==> src/hw/rtl/scrolling_text_lane_allocator_defines.svh <==
// Assertion macros used by the lane allocator RTL.
`ifndef SCROLLING_TEXT_LANE_ALLOCATOR_DEFINES_SVH
`define SCROLLING_TEXT_LANE_ALLOCATOR_DEFINES_SVH

`ifndef SYNTH

`define STLA_ASSERT_SAME(label, ante, cons) \
   label: assert property (@(posedge clock) disable iff (reset) (ante) |-> (cons)) \
      else $error("%m: check failed");

`define STLA_ASSERT_NEXT(label, ante, cons) \
   label: assert property (@(posedge clock) disable iff (reset) (ante) |=> (cons)) \
      else $error("%m: check failed");

`else

`define STLA_ASSERT_SAME(label, ante, cons)

`define STLA_ASSERT_NEXT(label, ante, cons)

`endif

`endif

==> src/hw/rtl/stla_pkg.sv <==
// Shared constants and types of the scrolling text lane allocator.
`default_nettype none

package stla_pkg;

   localparam int MAX_LANES = 16;
   localparam int LANE_W    = (MAX_LANES > 1) ? $clog2(MAX_LANES) : 1;
   localparam int CNT_W     = $clog2(MAX_LANES + 1);

   localparam int SCREEN_W  = 13;
   localparam int SHOW_W    = 16;
   localparam int LANES_W   = 5;
   localparam int START_W   = 32;
   localparam int TWIDTH_W  = 13;
   localparam int OUT_LANE_W = 4;
   localparam int ENTRY_W   = START_W + TWIDTH_W;

   localparam logic [SCREEN_W-1:0] SCREEN_RESET = 13'd1920;
   localparam logic [SHOW_W-1:0]   SHOW_RESET   = 16'd5000;
   localparam logic [LANES_W-1:0]  LANES_RESET  = 5'd10;

   typedef enum logic [1:0] {
      REG_SCREEN_WIDTH = 2'd0,
      REG_SHOW_TIME    = 2'd1,
      REG_LANES_IN_USE = 2'd2,
      REG_UNUSED       = 2'd3
   } reg_index_type;

   typedef struct packed {
      logic [SCREEN_W-1:0] screen_width;
      logic [SHOW_W-1:0]   show_time_ms;
      logic [LANES_W-1:0]  lanes_in_use;
   } cfg_type;

   // One lane's stored record together with the item being placed.
   typedef struct packed {
      logic                valid;
      logic [LANE_W-1:0]   lane;
      logic                used;
      logic [START_W-1:0]  last_start;
      logic [TWIDTH_W-1:0] last_width;
      logic [START_W-1:0]  new_start;
      logic [TWIDTH_W-1:0] new_width;
   } lane_req_type;

   typedef struct packed {
      logic              valid;
      logic              free;
      logic [LANE_W-1:0] lane;
   } check_type;

endpackage

`default_nettype wire

==> src/hw/rtl/stla_ram.sv <==
// Generic single-port-write, single-port-read RAM with registered read data.
`default_nettype none

module stla_ram #(
   parameter int WIDTH = 8,
   parameter int DEPTH = 16
) (
   input  wire logic                                      clock,
   input  wire logic                                      wr_en,
   input  wire logic [((DEPTH > 1) ? $clog2(DEPTH) : 1)-1:0] wr_addr,
   input  wire logic [WIDTH-1:0]                          wr_data,
   input  wire logic                                      rd_en,
   input  wire logic [((DEPTH > 1) ? $clog2(DEPTH) : 1)-1:0] rd_addr,
   output logic      [WIDTH-1:0]                          rd_data
);

   logic [WIDTH-1:0] mem_ff [DEPTH];

   always_ff @(posedge clock) begin
      if (wr_en) begin
         mem_ff[wr_addr] <= wr_data;
      end
      if (rd_en) begin
         rd_data <= mem_ff[rd_addr];
      end
   end

endmodule

`default_nettype wire

==> src/hw/rtl/stla_csr.sv <==
// APB-style configuration registers of the lane allocator.
`default_nettype none

module stla_csr (
   input  wire logic        clock,
   input  wire logic        reset,
   input  wire logic        csr_psel,
   input  wire logic        csr_penable,
   input  wire logic        csr_pwrite,
   input  wire logic [3:0]  csr_paddr,
   input  wire logic [31:0] csr_pwdata,
   output logic      [31:0] csr_prdata,
   output logic             csr_pready,
   output stla_pkg::cfg_type cfg
);

   stla_pkg::cfg_type        cfg_ff;
   stla_pkg::cfg_type        cfg_in;
   stla_pkg::reg_index_type  index;
   logic                     write_en;

   assign csr_pready = 1'b1;
   assign index      = stla_pkg::reg_index_type'(csr_paddr[3:2]);
   assign write_en   = csr_psel && csr_penable && csr_pwrite && csr_pready;

   always_comb begin
      cfg_in = cfg_ff;
      if (write_en) begin
         unique case (index)
            stla_pkg::REG_SCREEN_WIDTH:
               cfg_in.screen_width = csr_pwdata[stla_pkg::SCREEN_W-1:0];
            stla_pkg::REG_SHOW_TIME:
               cfg_in.show_time_ms = csr_pwdata[stla_pkg::SHOW_W-1:0];
            stla_pkg::REG_LANES_IN_USE:
               cfg_in.lanes_in_use = csr_pwdata[stla_pkg::LANES_W-1:0];
            default: ;
         endcase
      end
   end

   always_comb begin
      unique case (index)
         stla_pkg::REG_SCREEN_WIDTH:
            csr_prdata = {{(32-stla_pkg::SCREEN_W){1'b0}}, cfg_ff.screen_width};
         stla_pkg::REG_SHOW_TIME:
            csr_prdata = {{(32-stla_pkg::SHOW_W){1'b0}}, cfg_ff.show_time_ms};
         stla_pkg::REG_LANES_IN_USE:
            csr_prdata = {{(32-stla_pkg::LANES_W){1'b0}}, cfg_ff.lanes_in_use};
         default:
            csr_prdata = 32'd0;
      endcase
   end

   always_ff @(posedge clock) begin
      if (reset) begin
         cfg_ff.screen_width <= stla_pkg::SCREEN_RESET;
         cfg_ff.show_time_ms <= stla_pkg::SHOW_RESET;
         cfg_ff.lanes_in_use <= stla_pkg::LANES_RESET;
      end else begin
         cfg_ff <= cfg_in;
      end
   end

   assign cfg = cfg_ff;

endmodule

`default_nettype wire

==> src/hw/rtl/stla_lane_check.sv <==
// Two-stage lane free test: products in the first stage, compare in the second.
`default_nettype none

module stla_lane_check (
   input  wire logic                   clock,
   input  wire logic                   reset,
   input  wire logic                   flush,
   input  wire stla_pkg::cfg_type      cfg,
   input  wire stla_pkg::lane_req_type req,
   output stla_pkg::check_type         result
);

   logic signed [32:0] elapsed;
   logic signed [14:0] speed_sum;
   logic signed [33:0] time_left;
   logic signed [13:0] width_gap;
   logic               quick_in;
   logic signed [47:0] lhs_in;
   logic        [28:0] bias_in;
   logic signed [47:0] rhs_in;

   logic                          valid_ff;
   logic [stla_pkg::LANE_W-1:0]   lane_ff;
   logic                          quick_ff;
   logic signed [47:0]            lhs_ff;
   logic        [28:0]            bias_ff;
   logic signed [47:0]            rhs_ff;

   logic signed [48:0]            margin;

   always_comb begin
      elapsed   = $signed({1'b0, req.new_start}) - $signed({1'b0, req.last_start});
      speed_sum = $signed({2'b00, cfg.screen_width} + {2'b00, req.last_width});
      time_left = $signed({18'd0, cfg.show_time_ms}) - $signed({elapsed[32], elapsed});
      width_gap = $signed({1'b0, req.new_width}) - $signed({1'b0, req.last_width});
      // Unused lane, last item gone, or the new item is no faster.
      quick_in  = !req.used
                  || (elapsed >= $signed({17'd0, cfg.show_time_ms}))
                  || (req.new_width <= req.last_width);
      lhs_in    = speed_sum * elapsed;
      bias_in   = req.last_width * cfg.show_time_ms;
      rhs_in    = time_left * width_gap;
   end

   always_ff @(posedge clock) begin
      if (reset || flush) begin
         valid_ff <= 1'b0;
      end else begin
         valid_ff <= req.valid;
      end
   end

   always_ff @(posedge clock) begin
      lane_ff  <= req.lane;
      quick_ff <= quick_in;
      lhs_ff   <= lhs_in;
      bias_ff  <= bias_in;
      rhs_ff   <= rhs_in;
   end

   // The products are only meaningful when the quick rules fail, where the
   // remaining time and the width gap are both positive.
   assign margin = $signed({lhs_ff[47], lhs_ff}) - $signed({20'd0, bias_ff});

   assign result.valid = valid_ff;
   assign result.lane  = lane_ff;
   assign result.free  = quick_ff
                         || (!margin[48] && (margin > $signed({rhs_ff[47], rhs_ff})));

endmodule

`default_nettype wire

==> src/hw/rtl/scrolling_text_lane_allocator.sv <==
// One item at a time: a new item is taken only once the last result has entered the
// output register, so a stalled result holds off the next item.
// Lanes are examined in order from zero, up to the first free lane or the last lane in use.
// Reset: synchronous, active high; all lanes marked unused, registers to their defaults.
// No clearing pass: a lane's record counts only once its lane has been written; until then its used bit marks it free.
`default_nettype none
`include "scrolling_text_lane_allocator_defines.svh"

module scrolling_text_lane_allocator (
   input  wire logic        clock,
   input  wire logic        reset,
   input  wire logic        req_tvalid,
   output logic             req_tready,
   input  wire logic [47:0] req_tdata,   // [31:0] start_time_ms, [44:32] text_width
   output logic             rsp_tvalid,
   input  wire logic        rsp_tready,
   output logic      [7:0]  rsp_tdata,   // [0] placed, [4:1] lane_index
   input  wire logic        csr_psel,
   input  wire logic        csr_penable,
   input  wire logic        csr_pwrite,
   input  wire logic [3:0]  csr_paddr,
   input  wire logic [31:0] csr_pwdata,
   output logic      [31:0] csr_prdata,
   output logic             csr_pready
);

   localparam int LW = stla_pkg::LANE_W;
   localparam int CW = stla_pkg::CNT_W;

   typedef enum logic [2:0] {
      ST_IDLE   = 3'b001,
      ST_SEARCH = 3'b010,
      ST_HOLD   = 3'b100
   } state_type;

   stla_pkg::cfg_type       cfg;
   stla_pkg::lane_req_type  lane_req;
   stla_pkg::check_type     check;

   state_type                       state_ff, state_in;
   logic [stla_pkg::START_W-1:0]    start_ff, start_in;
   logic [stla_pkg::TWIDTH_W-1:0]   width_ff, width_in;
   logic [CW-1:0]                   count_ff, count_in;
   logic [CW-1:0]                   issue_ff, issue_in;
   logic                            rd_valid_ff, rd_valid_in;
   logic [LW-1:0]                   rd_lane_ff, rd_lane_in;
   logic [stla_pkg::MAX_LANES-1:0]  used_ff, used_in;
   logic                            hold_placed_ff, hold_placed_in;
   logic [LW-1:0]                   hold_lane_ff, hold_lane_in;
   logic                            rsp_valid_ff, rsp_valid_in;
   logic [7:0]                      rsp_data_ff, rsp_data_in;

   logic                            accept;
   logic [CW-1:0]                   count_sat;
   logic                            rd_en;
   logic                            done;
   logic                            wr_en;
   logic [stla_pkg::ENTRY_W-1:0]    rd_data;
   logic                            out_free;

   stla_csr u_csr (
      .clock       (clock),
      .reset       (reset),
      .csr_psel    (csr_psel),
      .csr_penable (csr_penable),
      .csr_pwrite  (csr_pwrite),
      .csr_paddr   (csr_paddr),
      .csr_pwdata  (csr_pwdata),
      .csr_prdata  (csr_prdata),
      .csr_pready  (csr_pready),
      .cfg         (cfg)
   );

   stla_ram #(
      .WIDTH (stla_pkg::ENTRY_W),
      .DEPTH (stla_pkg::MAX_LANES)
   ) u_lane_ram (
      .clock   (clock),
      .wr_en   (wr_en),
      .wr_addr (check.lane),
      .wr_data ({start_ff, width_ff}),
      .rd_en   (rd_en),
      .rd_addr (issue_ff[LW-1:0]),
      .rd_data (rd_data)
   );

   assign lane_req.valid      = rd_valid_ff;
   assign lane_req.lane       = rd_lane_ff;
   assign lane_req.used       = used_ff[rd_lane_ff];
   assign lane_req.last_start = rd_data[stla_pkg::ENTRY_W-1:stla_pkg::TWIDTH_W];
   assign lane_req.last_width = rd_data[stla_pkg::TWIDTH_W-1:0];
   assign lane_req.new_start  = start_ff;
   assign lane_req.new_width  = width_ff;

   stla_lane_check u_check (
      .clock  (clock),
      .reset  (reset),
      .flush  (done),
      .cfg    (cfg),
      .req    (lane_req),
      .result (check)
   );

   assign req_tready = (state_ff == ST_IDLE);
   assign accept     = req_tvalid && req_tready;
   assign out_free   = !rsp_valid_ff || rsp_tready;

   assign count_sat = (32'(cfg.lanes_in_use) > 32'(stla_pkg::MAX_LANES))
                      ? CW'(stla_pkg::MAX_LANES) : CW'(cfg.lanes_in_use);

   // Results arrive in lane order, so a busy final lane means none is free.
   assign done  = (state_ff == ST_SEARCH) && check.valid
                  && (check.free || (CW'(check.lane) == count_ff - CW'(1)));
   assign wr_en = done && check.free;
   assign rd_en = (state_ff == ST_SEARCH) && (issue_ff < count_ff) && !done;

   always_comb begin
      state_in       = state_ff;
      start_in       = start_ff;
      width_in       = width_ff;
      count_in       = count_ff;
      issue_in       = issue_ff;
      rd_valid_in    = rd_en;
      rd_lane_in     = issue_ff[LW-1:0];
      used_in        = used_ff;
      hold_placed_in = hold_placed_ff;
      hold_lane_in   = hold_lane_ff;
      rsp_valid_in   = rsp_valid_ff && !rsp_tready;
      rsp_data_in    = rsp_data_ff;

      if (wr_en) begin
         used_in[check.lane] = 1'b1;
      end

      unique case (state_ff)
         ST_IDLE: begin
            if (accept) begin
               start_in       = req_tdata[stla_pkg::START_W-1:0];
               width_in       = req_tdata[stla_pkg::START_W +: stla_pkg::TWIDTH_W];
               count_in       = count_sat;
               issue_in       = '0;
               hold_placed_in = 1'b0;
               hold_lane_in   = '0;
               state_in       = (count_sat == '0) ? ST_HOLD : ST_SEARCH;
            end
         end
         ST_SEARCH: begin
            if (rd_en) begin
               issue_in = issue_ff + CW'(1);
            end
            if (done) begin
               hold_placed_in = check.free;
               hold_lane_in   = check.free ? check.lane : '0;
               state_in       = ST_HOLD;
            end
         end
         ST_HOLD: begin
            if (out_free) begin
               rsp_valid_in = 1'b1;
               rsp_data_in  = {3'b000, stla_pkg::OUT_LANE_W'(hold_lane_ff), hold_placed_ff};
               state_in     = ST_IDLE;
            end
         end
         default: begin
            state_in = ST_IDLE;
         end
      endcase
   end

   always_ff @(posedge clock) begin
      if (reset) begin
         state_ff     <= ST_IDLE;
         rd_valid_ff  <= 1'b0;
         used_ff      <= '0;
         rsp_valid_ff <= 1'b0;
      end else begin
         state_ff     <= state_in;
         rd_valid_ff  <= rd_valid_in;
         used_ff      <= used_in;
         rsp_valid_ff <= rsp_valid_in;
      end
   end

   always_ff @(posedge clock) begin
      start_ff       <= start_in;
      width_ff       <= width_in;
      count_ff       <= count_in;
      issue_ff       <= issue_in;
      rd_lane_ff     <= rd_lane_in;
      hold_placed_ff <= hold_placed_in;
      hold_lane_ff   <= hold_lane_in;
      rsp_data_ff    <= rsp_data_in;
   end

   assign rsp_tvalid = rsp_valid_ff;
   assign rsp_tdata  = rsp_data_ff;

   `STLA_ASSERT_SAME(a_drop_gives_lane_zero, rsp_valid_ff && !rsp_data_ff[0], rsp_data_ff[4:1] == 4'd0)
   `STLA_ASSERT_NEXT(a_write_marks_used, wr_en, used_ff[$past(check.lane)])
   `STLA_ASSERT_SAME(a_check_within_count, (state_ff == ST_SEARCH) && check.valid, CW'(check.lane) < count_ff)
   `STLA_ASSERT_SAME(a_no_read_outside_search, rd_en, state_ff == ST_SEARCH)

endmodule

`default_nettype wire

==> config.mk <==
export PLATFORM = sky130hd
export DESIGN_NAME = scrolling_text_lane_allocator
export DESIGN_NICKNAME = d
export VERILOG_FILES = /design/src/hw/rtl/stla_pkg.sv /design/src/hw/rtl/stla_ram.sv /design/src/hw/rtl/stla_csr.sv /design/src/hw/rtl/stla_lane_check.sv /design/src/hw/rtl/scrolling_text_lane_allocator.sv
export VERILOG_INCLUDE_DIRS = /design/src /design/src/hw/rtl
export SDC_FILE = /design/constraint.sdc
export NUM_CORES = 2
export LEC_CHECK = 0
export BUFFER_PORTS_ARGS = -buffer_cell sky130_fd_sc_hd__buf_2
export CAP_MARGIN = 20
export CORE_UTILIZATION = 38
export DETAILED_ROUTE_END_ITERATION = 10
export SLEW_MARGIN = 20
export SYNTH_ARGS = -nofsm -noshare
export SYNTH_HDL_FRONTEND = slang
export SYNTH_SLANG_ARGS = --single-unit
==> constraint.sdc <==
create_clock -name clock -period 13.7 [get_ports clock]
set_clock_uncertainty 0.2 [all_clocks]
set_input_delay 0.685 -clock clock [delete_from_list [all_inputs] [get_ports clock]]
set_output_delay 0.685 -clock clock [all_outputs]
set_load 0.1 [all_outputs]
==> impl_results.md <==
* Worst-path maximum fanout at 17
* CP top delay family: adder cells
* Core footprint at 213000 um^2
* Routed wl met2 at 104000 um
* Die H at 465 um
* Share of layout cells above drive strength 1 at 9.99%
* Final Core Density at a little over two fifths
* M1 wire length at 91800 um
* Worst setup path class: flop to flop
* H-tree Lvls at 3
* Clock sink total at 1020
* Mapped Avg Cell Area at roughly 11 um^2
* Slowest CP cell: a2111oi_0
* Unrepaired setup endpoints after global routing: false
* Initial Utilization at 38.3%
* Synth Area in XOR/XNOR at 2.90%
* Most common cell after layout, fill and taps aside: inv_1
* Die W at approximately 460 um
* Reg2Reg Depth at 45
* Worst hold slack at 51.4 ps
* Synth warn at 0
* Largest net degree at the start of global routing at 138
* HP Class: primary input to flop
* Post-CTS setup buffer count at 0
* Slew headroom at 23.7%
* DR vias/cell at 5.23
* Synth Flop Type: edfxtp_1
* Drt wl/cell at 21.4 um
* WL final at 217000 um
* Drt pass-1 iters at 8
* Main combinational cell family by area after synthesis: adder cells
* Clk buf depth at 3
* Max Transition Viols Final at 0
* Final WS setup at 888 ps
* Final Hold Fails at 0
* Clk_lat worst skew at 790 ps
* Netlist cell types at 92
* Met3 Wirelength at 15400 um
* Initial antenna violation count at 8
* Num CTS Buffers at 105
* Number of port buffers at just over 90
* Synthesis-to-finish area growth at 10.3%
* GR Overflow Total at 0
* Top cells by area, synth: edfxtp_1 31%, fa_1 25%, ha_1 6.9%
* Vias in the first global route at around 57000
* Remaining routing DRC violations at 4
* I/O pin cnt at between 100 and 150
* Area leader, netlist: edfxtp_1
* DP Worst Slack at 793 ps
* Share of flip-flops with an asynchronous set or reset at 0%
* Hold Startpoint: csr_pwdata[2]
* Syn Std Cell Area at 81400 um^2
* Hold path depth at 3
* First-pass GRT wire length at 337000 um
* Vias post-DR at between 50000 and 60000
* Compound-Gate Fraction of Synth Area at 5.68%
* CP startpoint kind: flop
* Antenna-violating nets left at 0
* Failing checks: DRC
* Mux cell area share after synthesis at 6.75%
* Post-route setup TNS at 0 ps
* Setup violators final at 0
* FF-to-FF Start: start_ff[0]$_DFFE_PP_
* Final min period at 12810 ps
* Register area share after synthesis at 35.3%
* Largest stage delay on the critical path at about 750 ps
* Worst hold path endpoint: u_csr.cfg[23]$_SDFFE_PP0P_
* Status: finished with violations
* Worst Setup SP: start_ff[0]$_DFFE_PP_
* Worst Max-Slew Pin Slew at 1140 ps
* Maxcap violations at 0
* WP data required at 14160 ps
* Synth Area in Adders at 31.9%
* Die area at 216000 um^2
* Core Rows at 169
* Count of state elements after synthesis at 1020
* Synth Area in Simple Gates at 10.5%
* Final period util at 93.5%
* R2R Path End: u_check.rhs_ff[42]$_DFF_P_
* CTS root buf: clkbuf_16
* Top-area cell type share of the netlist area at 30.6%
* Top sig layer: met5
* EDFF count, synth at just over 800
* Most frequent cells in the layout: 1211 x inv_1, 1016 x fa_1, 830 x edfxtp_1
* GP Congestion at about 0.92
* CTS tree: built
* FILL cells at 19900
* DP HPWL at 156000 um
* Peak Freq at between 70 and 80 MHz
* Fin nets at 8816
* Synthesized instance count at 7108
* Worst-path clk slew at 60 ps
* Worst R2R Setup Slack at 890 ps
* First DRT Iteration DRCs at 4371
* CP bufs+invs at 12
* Total track usage at 20.5%
* CP Capture Type: flop
* Crit path DAT at ~13000 ps
## worst register-to-register path: cells and delay by family, from the launching register on
| kind | cells | cell delay [ps] |
|---|---|---|
| adders and majority gates | 10 | 4380 |
| AOI/OAI and AO/OA | 13 | 4030 |
| buffers and inverters | 12 | 1240 |
| and+or+nand+nor | 7 | 1150 |
| xor gates and xnor gates | 3 | 1070 |
| DFF | 1 | 630 |
## metal layers
metal | track usage [%] | vias to the layer above
met3 | 3.28 | 294
met2 | 34.6 | 1781
met5 | 0 | -
met4 | 5.50 | 2
li1 | - | 23600
met1 | 27.3 | 27500
## state kept, by name, indices dropped and copies added, names as in the netlist
register,cells
count_ff,5
hold_lane_ff,4
hold_placed_ff,1
issue_ff,5
rd_lane_ff,4
rd_valid_ff,1
rsp_tdata,5
rsp_tvalid,1
start_ff,32
state_ff,3
u_check.bias_ff,29
u_check.lane_ff,4
u_check.lhs_ff,48
u_check.quick_ff,1
u_check.rhs_ff,48
u_check.valid_ff,1
u_csr.cfg,34
u_lane_ram.mem_ff,720
u_lane_ram.rd_data,45
used_ff,16
width_ff,13
## cell type report
type / count / area, um^2 / area share (%)
multi-input combinational: 4620 / 47400 / 52.8
inverter: 1218 / 4570 / 5.09
timing repair buffer: 296 / 2160 / 2.41
sequential: 1020 / 28700 / 32.0
clock inverter: 65 / 643 / 0.716
clock buffer: 130 / 2780 / 3.09
tap: 2821 / 3530 / 3.93
antenna: 1 / 2.50 / 0.00279
## cells in the mapped netlist (17+ instances only)
library cell  count
a21o_1           94
nor2_1          511
o21a_1           44
nand2_1         786
xor2_1           68
clkbuf_1        220
nand3_1          65
edfxtp_1        830
o211ai_1         21
nand2b_1         48
mux2i_1          28
fa_1           1016
and3_1           29
a21oi_1         240
or2_2            20
a211oi_1         25
nor3_1           87
xnor2_1         200
dfxtp_1         190
mux4_2          230
and2_1          177
or3_1            17
o21bai_1         32
nor2b_1          55
inv_1          1213
nand4_1          34
o21ai_0         109
buf_4            22
ha_1            448
o21ba_2          17
## worst max-delay path by stage
stage / end / depth (start not counted)
final: u_check.rhs_ff[42]$_DFF_P_ / 45
after global routing: u_check.rhs_ff[42]$_DFF_P_ / 45
after CTS: u_check.rhs_ff[42]$_DFF_P_ / 45
after detailed placement: u_check.rhs_ff[42]$_DFF_P_ / 45
after global placement: u_check.rhs_ff[42]$_DFF_P_ / 45
after floorplan: u_check.rhs_ff[40]$_DFF_P_ / 39
## per-stage QoR
stage               instance area (um^2)  instances
CTS                                89800      10200
detailed placement                 85800       9916
global placement                   85800       9916
floorplan                          81500       7126
global route                       89800      10200
finish                             89800      10200
## cell families (layout without fill, tap and decap cells)
kind of cell / after synthesis / count (layout)
other: 2 / 21
flip-flops: 1020 / 1020
buffers and inverters: 1486 / 1709
AO/OA/AOI/OAI: 712 / 712
adder cells (fa/ha/maj): 1464 / 1464
AND/OR/NAND/NOR: 1894 / 1894
multiplexers: 261 / 261
XOR/XNOR: 269 / 269
## repair_timing
item | in CTS | in global routing
endpoints found under the hold margin | 67 | 0
gates resized for setup | 0 | 0
hold buffers | 59 | 0
Power is left out: the tool's default activity adds up to more than one toggle a clock period on the data nets, which glitch-free logic cannot reach.
